--- src/mtsp_pkg.sv ---
`timescale 1ns / 1ps
// Shared types, codes and byte classes for the MIME type/subtype parser.
// No dependencies.
package mtsp_pkg;

	localparam logic [2:0] PH_LEAD  = 3'd0;
	localparam logic [2:0] PH_TYPE  = 3'd1;
	localparam logic [2:0] PH_SUB   = 3'd2;
	localparam logic [2:0] PH_PARAM = 3'd3;
	localparam logic [2:0] PH_DONE  = 3'd4;

	localparam logic [1:0] KIND_NONE  = 2'd0;
	localparam logic [1:0] KIND_TYPE  = 2'd1;
	localparam logic [1:0] KIND_SUB   = 2'd2;
	localparam logic [1:0] KIND_PARAM = 2'd3;

	localparam logic [1:0] VERD_UNDECIDED = 2'd0;
	localparam logic [1:0] VERD_ACCEPTED  = 2'd1;
	localparam logic [1:0] VERD_BAD_TYPE  = 2'd2;
	localparam logic [1:0] VERD_BAD_SUB   = 2'd3;

	localparam logic [7:0] CH_SLASH = 8'h2F;
	localparam logic [7:0] CH_SEMI  = 8'h3B;
	localparam logic [7:0] CH_SPACE = 8'h20;
	localparam logic [7:0] CH_TAB   = 8'h09;
	localparam logic [7:0] CH_CR    = 8'h0D;
	localparam logic [7:0] CH_LF    = 8'h0A;
	localparam logic [7:0] CH_ASCII_TOP = 8'h7F;

	localparam int IDX_W = 12;

	// one classified beat between front and back
	typedef struct packed {
		logic [7:0] raw;
		logic [7:0] lowered;
		logic       last;
		logic       space;
		logic       token;
		logic       slash;
		logic       semi;
	} cls_t;

	// one result beat
	typedef struct packed {
		logic [7:0]       ch;
		logic [1:0]       kind;
		logic [1:0]       verdict;
		logic [IDX_W-1:0] ei;
		logic             none;
		logic [IDX_W-1:0] ps;
		logic             last;
	} res_t;

	function automatic logic is_space(input logic [7:0] c);
		return c == CH_SPACE || c == CH_TAB || c == CH_CR || c == CH_LF;
	endfunction

	function automatic logic is_token(input logic [7:0] c);
		logic r;
		r = 1'b0;
		if (c <= CH_ASCII_TOP) begin
			if ((c >= 8'h61 && c <= 8'h7A) || (c >= 8'h41 && c <= 8'h5A) ||
			    (c >= 8'h30 && c <= 8'h39))
				r = 1'b1;
			case (c)
				8'h21, 8'h23, 8'h24, 8'h25, 8'h26, 8'h27, 8'h2A,
				8'h2B, 8'h2D, 8'h2E, 8'h5E, 8'h5F, 8'h60, 8'h7C,
				8'h7E: r = 1'b1;
				default: ;
			endcase
		end
		return r;
	endfunction

	function automatic logic [7:0] lower(input logic [7:0] c);
		return (c >= 8'h41 && c <= 8'h5A) ? c + 8'd32 : c;
	endfunction

endpackage

--- src/mtsp_front.sv ---
`timescale 1ns / 1ps
// Front stage: accepts input beats and registers their byte class.
// Depends on mtsp_pkg.
module mtsp_front (
	input  logic          clk,
	input  logic          arst_n,
	input  logic          in_valid,
	output logic          in_stall,
	input  logic [7:0]    in_byte,
	input  logic          in_last,
	output logic          cls_valid,
	input  logic          cls_ready,
	output mtsp_pkg::cls_t cls
);
	import mtsp_pkg::*;

	logic valid_s1;
	cls_t cls_s1;

	// hold while the queue is full
	assign in_stall  = valid_s1 && !cls_ready;
	assign cls_valid = valid_s1;
	assign cls       = cls_s1;

	always_ff @(posedge clk or negedge arst_n) begin
		if (!arst_n) begin
			valid_s1 <= 1'b0;
		end else if (!in_stall) begin
			valid_s1 <= in_valid;
		end
	end

	always_ff @(posedge clk) begin
		if (!in_stall && in_valid) begin
			cls_s1.raw     <= in_byte;
			cls_s1.lowered <= lower(in_byte);
			cls_s1.last    <= in_last;
			cls_s1.space   <= is_space(in_byte);
			cls_s1.token   <= is_token(in_byte);
			cls_s1.slash   <= in_byte == CH_SLASH;
			cls_s1.semi    <= in_byte == CH_SEMI;
		end
	end

endmodule

--- src/mtsp_queue.sv ---
`timescale 1ns / 1ps
// Two-entry queue of classified beats between front and back.
// Depends on mtsp_pkg.
module mtsp_queue (
	input  logic          clk,
	input  logic          arst_n,
	input  logic          push_valid,
	output logic          push_ready,
	input  mtsp_pkg::cls_t push_data,
	output logic          pop_valid,
	input  logic          pop_ready,
	output mtsp_pkg::cls_t pop_data
);
	import mtsp_pkg::*;

	cls_t       mem_q [2];
	logic       wr_ptr_q;
	logic       rd_ptr_q;
	logic [1:0] count_q;
	logic       push;
	logic       pop;

	assign push_ready = count_q != 2'd2;
	assign pop_valid  = count_q != 2'd0;
	assign pop_data   = mem_q[rd_ptr_q];
	assign push       = push_valid && push_ready;
	assign pop        = pop_valid && pop_ready;

	always_ff @(posedge clk or negedge arst_n) begin
		if (!arst_n) begin
			wr_ptr_q <= 1'b0;
			rd_ptr_q <= 1'b0;
			count_q  <= 2'd0;
		end else begin
			if (push) wr_ptr_q <= !wr_ptr_q;
			if (pop) rd_ptr_q <= !rd_ptr_q;
			if (push && !pop) count_q <= count_q + 2'd1;
			else if (pop && !push) count_q <= count_q - 2'd1;
		end
	end

	always_ff @(posedge clk) begin
		if (push) mem_q[wr_ptr_q] <= push_data;
	end

`ifndef SYNTHESIS
	a_count_range: assert property (@(posedge clk) disable iff (!arst_n)
		count_q != 2'd3) else $error("queue count out of range");
	a_ptr_gap: assert property (@(posedge clk) disable iff (!arst_n)
		(count_q == 2'd1) == (wr_ptr_q != rd_ptr_q)) else $error("queue pointers disagree");
	a_pop_drains: assert property (@(posedge clk) disable iff (!arst_n)
		(count_q == 2'd1 && pop && !push) |=> !pop_valid) else $error("queue not drained");
`endif

endmodule

--- src/mtsp_back.sv ---
`timescale 1ns / 1ps
// Back stage: phase machine over classified beats and the output register.
// Depends on mtsp_pkg.
module mtsp_back #(
	parameter int MAX_LEN = 4096
) (
	input  logic          clk,
	input  logic          arst_n,
	input  logic          cls_valid,
	output logic          cls_ready,
	input  mtsp_pkg::cls_t cls,
	output logic          out_valid,
	input  logic          out_stall,
	output mtsp_pkg::res_t res
);
	import mtsp_pkg::*;

	localparam int PW = $clog2(MAX_LEN);
	localparam logic [PW-1:0] TOP = PW'(MAX_LEN - 1);

	logic [2:0]    phase_q;
	logic [PW-1:0] pos_q;
	logic          token_seen_q;
	logic          pend_q;
	logic [PW-1:0] pend_idx_q;
	logic [PW-1:0] sub_start_q;

	logic          out_valid_q;
	res_t          res_q;

	logic [2:0]    phase_d;
	logic          token_seen_d;
	logic          pend_d;
	logic [PW-1:0] pend_idx_d;
	logic [PW-1:0] sub_start_d;
	logic [PW-1:0] pos_inc;
	logic [PW-1:0] ei;
	logic [PW-1:0] ps;
	res_t          r;
	logic          take;

	function automatic logic [IDX_W-1:0] idx12(input logic [PW-1:0] v);
		logic [PW+IDX_W-1:0] e;
		e = {{IDX_W{1'b0}}, v};
		return e[IDX_W-1:0];
	endfunction

	assign cls_ready = !out_valid_q || !out_stall;
	assign take      = cls_valid && cls_ready;
	assign pos_inc   = (pos_q == TOP) ? TOP : pos_q + PW'(1);
	assign out_valid = out_valid_q;
	assign res       = res_q;

	always_comb begin
		phase_d      = phase_q;
		token_seen_d = token_seen_q;
		pend_d       = pend_q;
		pend_idx_d   = pend_idx_q;
		sub_start_d  = sub_start_q;
		ei           = '0;
		ps           = '0;
		r            = '0;
		r.last       = cls.last;
		case (phase_q)
			PH_LEAD: begin
				if (cls.space) begin
				end else if (cls.token) begin
					r.ch = cls.lowered; r.kind = KIND_TYPE; phase_d = PH_TYPE;
				end else begin
					r.verdict = VERD_BAD_TYPE; ei = pos_q; phase_d = PH_DONE;
				end
			end
			PH_TYPE: begin
				if (cls.slash) begin
					phase_d      = PH_SUB;
					sub_start_d  = pos_inc;
					token_seen_d = 1'b0;
					pend_d       = 1'b0;
					pend_idx_d   = '0;
				end else if (cls.token) begin
					r.ch = cls.lowered; r.kind = KIND_TYPE;
				end else begin
					r.verdict = VERD_BAD_TYPE; ei = pos_q; phase_d = PH_DONE;
				end
			end
			PH_SUB: begin
				if (cls.semi) begin
					if (token_seen_q) begin
						r.verdict = VERD_ACCEPTED; ps = pos_inc; phase_d = PH_PARAM;
					end else begin
						r.verdict = VERD_BAD_SUB; ei = sub_start_q; phase_d = PH_DONE;
					end
				end else if (cls.space) begin
					if (!pend_q) begin
						pend_d     = 1'b1;
						pend_idx_d = pos_q;
					end
				end else if (cls.token && !pend_q) begin
					r.ch = cls.lowered; r.kind = KIND_SUB; token_seen_d = 1'b1;
				end else begin
					r.verdict = VERD_BAD_SUB;
					ei        = pend_q ? pend_idx_q : pos_q;
					phase_d   = PH_DONE;
				end
			end
			PH_PARAM: begin
				r.ch = cls.raw; r.kind = KIND_PARAM;
			end
			default: ;
		endcase
		// close an open string on its final beat
		if (cls.last && r.verdict == VERD_UNDECIDED) begin
			if (phase_d == PH_LEAD || phase_d == PH_TYPE) begin
				r.verdict = VERD_BAD_TYPE; r.none = 1'b1; ei = '0;
			end else if (phase_d == PH_SUB) begin
				if (token_seen_d) begin
					r.verdict = VERD_ACCEPTED; ps = pos_inc;
				end else begin
					r.verdict = VERD_BAD_SUB; ei = sub_start_d;
				end
			end
		end
		r.ei = idx12(ei);
		r.ps = idx12(ps);
	end

	always_ff @(posedge clk or negedge arst_n) begin
		if (!arst_n) begin
			phase_q      <= PH_LEAD;
			pos_q        <= '0;
			token_seen_q <= 1'b0;
			pend_q       <= 1'b0;
			pend_idx_q   <= '0;
			sub_start_q  <= '0;
			out_valid_q  <= 1'b0;
		end else begin
			if (cls_ready) out_valid_q <= cls_valid;
			if (take) begin
				if (cls.last) begin
					phase_q      <= PH_LEAD;
					pos_q        <= '0;
					token_seen_q <= 1'b0;
					pend_q       <= 1'b0;
					pend_idx_q   <= '0;
					sub_start_q  <= '0;
				end else begin
					phase_q      <= phase_d;
					pos_q        <= pos_inc;
					token_seen_q <= token_seen_d;
					pend_q       <= pend_d;
					pend_idx_q   <= pend_idx_d;
					sub_start_q  <= sub_start_d;
				end
			end
		end
	end

	always_ff @(posedge clk) begin
		if (take) res_q <= r;
	end

`ifndef SYNTHESIS
	a_last_resets: assert property (@(posedge clk) disable iff (!arst_n)
		(take && cls.last) |=> (phase_q == PH_LEAD && pos_q == '0))
		else $error("state not cleared after final beat");
	a_none_bad_type: assert property (@(posedge clk) disable iff (!arst_n)
		(out_valid_q && res_q.none) |-> res_q.verdict == VERD_BAD_TYPE)
		else $error("no-slash flag without type verdict");
	a_param_after_accept: assert property (@(posedge clk) disable iff (!arst_n)
		(out_valid_q && res_q.kind == KIND_PARAM) |-> res_q.verdict == VERD_UNDECIDED)
		else $error("parameter beat carries a verdict");
	a_pos_sat: assert property (@(posedge clk) disable iff (!arst_n)
		pos_q <= TOP) else $error("byte position past its limit");
`endif

endmodule

--- src/mime_type_subtype_parser.sv ---
`timescale 1ns / 1ps
// MIME type/subtype parser, one byte per beat, one result beat per input beat.
// Path from input accept to result valid: front register, two-entry queue,
// back output register. Throughput: one byte per cycle while out_stall is
// low, set by the back phase machine, which updates state on each taken beat.
// Reset: arst_n clears all control and parser state asynchronously.
module mime_type_subtype_parser #(
	parameter int MAX_LEN = 4096
) (
	input  logic        clk,
	input  logic        arst_n,
	input  logic        in_valid,
	output logic        in_stall,
	input  logic [7:0]  in_byte,
	input  logic        in_last,
	output logic        out_valid,
	input  logic        out_stall,
	output logic [7:0]  out_char,
	output logic [1:0]  char_kind,
	output logic [1:0]  verdict,
	output logic [11:0] error_index,
	output logic        error_index_none,
	output logic [11:0] params_start,
	output logic        out_last
);
	import mtsp_pkg::*;

	logic f_valid;
	logic f_ready;
	cls_t f_cls;
	logic q_valid;
	logic q_ready;
	cls_t q_cls;
	res_t res;

	mtsp_front u_front (
		.clk       (clk),
		.arst_n    (arst_n),
		.in_valid  (in_valid),
		.in_stall  (in_stall),
		.in_byte   (in_byte),
		.in_last   (in_last),
		.cls_valid (f_valid),
		.cls_ready (f_ready),
		.cls       (f_cls)
	);

	mtsp_queue u_queue (
		.clk        (clk),
		.arst_n     (arst_n),
		.push_valid (f_valid),
		.push_ready (f_ready),
		.push_data  (f_cls),
		.pop_valid  (q_valid),
		.pop_ready  (q_ready),
		.pop_data   (q_cls)
	);

	mtsp_back #(.MAX_LEN(MAX_LEN)) u_back (
		.clk       (clk),
		.arst_n    (arst_n),
		.cls_valid (q_valid),
		.cls_ready (q_ready),
		.cls       (q_cls),
		.out_valid (out_valid),
		.out_stall (out_stall),
		.res       (res)
	);

	assign out_char         = res.ch;
	assign char_kind        = res.kind;
	assign verdict          = res.verdict;
	assign error_index      = res.ei;
	assign error_index_none = res.none;
	assign params_start     = res.ps;
	assign out_last         = res.last;

endmodule
--- config.mk ---
export PLATFORM = sky130hd
export DESIGN_NAME = mime_type_subtype_parser
export DESIGN_NICKNAME = d
export VERILOG_FILES = /design/src/mtsp_pkg.sv /design/src/mtsp_front.sv /design/src/mtsp_queue.sv /design/src/mtsp_back.sv /design/src/mime_type_subtype_parser.sv
export SDC_FILE = /design/constraint.sdc
export NUM_CORES = 1
export LEC_CHECK = 0
export ABC_CLOCK_PERIOD_IN_PS = 3600
export BUFFER_PORTS_ARGS = -buffer_cell sky130_fd_sc_hd__buf_2
export CORE_MARGIN = 2
export CORE_UTILIZATION = 28
export CTS_CLUSTER_SIZE = 25
export DETAILED_ROUTE_END_ITERATION = 10
export PLACE_DENSITY_LB_ADDON = 0.1
export SLEW_MARGIN = 20
export SYNTH_ARGS = -nofsm -noshare
export SYNTH_HDL_FRONTEND = slang
export SYNTH_SLANG_ARGS = --single-unit
--- constraint.sdc ---
create_clock -name clk -period 3.6 [get_ports clk]
set_input_delay 0.72 -clock clk [delete_from_list [all_inputs] [get_ports clk]]
set_output_delay 0.72 -clock clk [all_outputs]
set_load 0.01 [all_outputs]
==> impl_metrics.toml <==
[status]
outcome = "finished, final reports clean"

[floorplanning]
start_util_pct = 28.5
rows = 54
die_w_um = 153
die-area_um2 = 23500
die_y_um = 153
ios = 53
placeableCoreArea_um2 = 21900

[clock_tree]
insertion_delay_ps = 430
cts_setup_buffers = 0
clockBufferDepth = 2
cts_tree = "yes"
clk_pin_slew_worst_paths_ps = 70
cts-buffers-inserted = 17
cts_hold_buf = 0
cts.sinks = 133
postCtsResizedCells = 0
htreeDepth = 4
cts_root_buf = "clkbuf_16"

[finish]
final_util_pct = 33.8
final_nets = 611
antenna_cells = 0
syn_to_final_growth_pct = 18.4
post-route-cell-area_um2 = 7400
final_layout_size_suffix_gt1_share_pct = 19.4

[sta]
skew_ps = 15.7
finalMaxSlewViolations = 0
rsz0062_at_grt = "false"
min_period_over_period_pct = 78.4
final_hold_viol_count = 0
setup_viol = 0
fin_crit_ps = 2820
fmax_mhz = 354
setup_tns_ps = 0
fin_ws_ps = 776
max_slew.worst_pin.slew_ps = 773
relSlewSlack_pct = 48.5

[worst_setup_path]
cp_max_fo = 14
critical_path.top_delay_family = "compound AO/OA/AOI/OAI gates"
cp_cell_sequence = "mux2_2, o311ai_2, buf_4, nand2_1, a2111o_1, o22a_1"
worstPathArrival_ps = 3000
max_stage_delay_ps = 590
cp-start-kind = "flop"
crit_buf_inv = 1
worst_r2r_endpoint = "u_back.res[19]$_DFFE_PP_"
critPathSlowestCell = "a2111o_1"
endpoint_kind = "flop"
r2r_cells = 6
crit_type = "reg2reg"
worstPathRequired_ps = 3770
regToRegSetupSlack_ps = 780
r2r-start = "u_queue.rd_ptr_q$_DFFE_PN0P_"

[job]
drv_cap = 0

[placed_design]
port_buffers = 52
hpwl_um = 10700
post-place-ws_ps = 805
gp_congestion = 0.767
placed_cell_area_um2 = 6790

[global_route]
grt-ovfl-total = 0
grt_antenna_before_repair = 0
grt_pass1_vias = 4349
grt_usage_pct = 13.8
grt_pass1_wl_um = 25100
grt_max_degree = 34

[synthesis]
ys_ff_latch = 133
synthCells = 546
synth.avg_cell_area_um2 = 11.4
synth.area.mux_share_pct = 5.63
synth_adder_area_share_pct = 0.801
synthArstFlopShare_pct = 35.3
synth_xor_area_share_pct = 1.40
synth_cell_types = 63
synth_area_leaders = "edfxtp_1 41%, dfrtp_1 19%, mux2i_1 4.5%"
yosysWarnings = 0
synth_common_cells = "86 x edfxtp_1, 59 x nand2_1, 58 x nor2_1"
synthSimpleGateAreaFrac_pct = 13.8
synth.most_common_cell = "edfxtp_1"
yosysTopAreaCell = "edfxtp_1"
synth_top_area_share_pct = 41.3
syn_nets = 563
synth_top_family_by_area = "compound AO/OA/AOI/OAI gates"
synth_edf_count = 86
yosysSeqAreaShare_pct = 60.2
syn-cell-area_um2 = 6250
ys.flop_type = "edfxtp_1"
synth_compound_area_share_pct = 14.8

[drt]
antenna_left = 0
wl_um = 15300
drt_iter0_markers = 305
vias = 4341
wl_per_cell_um = 17.3
drc = 0
viasPerCell = 4.89
dr.pass1.iters = 5

[min_path]
hold_path_class = "in2async"

[power_and_ir_drop]
leakage_uw = 0.00288
peakVddDrop_uv = 224
powerDensity_nw_per_um2 = 780
-- layout by cell type (no fill, tap or decap), drive strengths merged, types with 6 or more instances in the layout --
cell,n
a211oi,9
a21oi,25
a22o,18
and3,6
buf,66
clkbuf,17
dfrtp,47
edfxtp,86
inv,19
mux2,6
mux2i,28
nand2,59
nand3,12
nor2,58
nor2b,6
o21ai,47
o22a,11
o22ai,6
xnor2,8
-- flip-flops by register name (all words and copies together), names as in the netlist, 2 cells and up --
signal / count
u_back.sub_start_q: 12
u_queue.mem_q: 32
u_back.pend_idx_q: 12
u_back.res: 38
u_back.phase_q: 3
u_queue.count_q: 2
u_back.pos_q: 12
u_front.cls: 16
-- kinds of logic (layout without fill, tap and decap cells) --
family | Yosys count | count (layout)
fa+ha+maj | 4 | 4
mux | 34 | 34
flops | 133 | 133
xor+xnor | 10 | 10
buf+inv | 47 | 108
compound gates | 139 | 139
simple gates | 179 | 179
-- layer usage --
layer / track usage (%) / vias to the layer above / part of all wire (%)
met5: 0 / - / 0
met2: 21.6 / 127 / 47
li1: - / 2103 / -
met1: 18.5 / 2095 / 47
met4: 5.11 / 0 / 1.4
met3: 3.37 / 16 / 4.3
-- power breakdown --
part           switching (uW)  internal (uW)
Sequential                205           2110
Combinational            1090            545
Clock                     756           1060
Total                    2050           3720
-- area by class of cell --
class | instances | area [um2]
inverter | 10 | 37.5
sequential | 133 | 3760
clock inverter | 15 | 184
multi-input combinational | 366 | 2280
clock buffer | 17 | 425
fill | 2266 | 14500
timing repair buffer | 66 | 365
tap | 280 | 350
-- worst max path at each step --
stage                     cells past startpoint                                 to                    startpoint  slack (ps)
after global placement                        6           u_back.res[19]$_DFFE_PP_  u_queue.rd_ptr_q$_DFFE_PN0P_         830
after floorplan                               6  u_back.sub_start_q[0]$_DFFE_PN0P_                     out_stall         330
after detailed placement                      6           u_back.res[23]$_DFFE_PP_  u_queue.rd_ptr_q$_DFFE_PN0P_         810
after global routing                          6           u_back.res[23]$_DFFE_PP_  u_queue.rd_ptr_q$_DFFE_PN0P_         650
after CTS                                     6           u_back.res[16]$_DFFE_PP_  u_queue.rd_ptr_q$_DFFE_PN0P_         780
final                                         6           u_back.res[19]$_DFFE_PP_  u_queue.rd_ptr_q$_DFFE_PN0P_         780
-- per-stage QoR --
step,cells,power (uW),hold slack (ps)
5_1_grt,887,6110,355
2_1_floorplan,546,3430,421
6_report,887,5770,316
3_3_place_gp,855,4030,427
4_1_cts,887,5850,333
3_5_place_dp,855,4030,429
(Power assumes the default switching activity.)
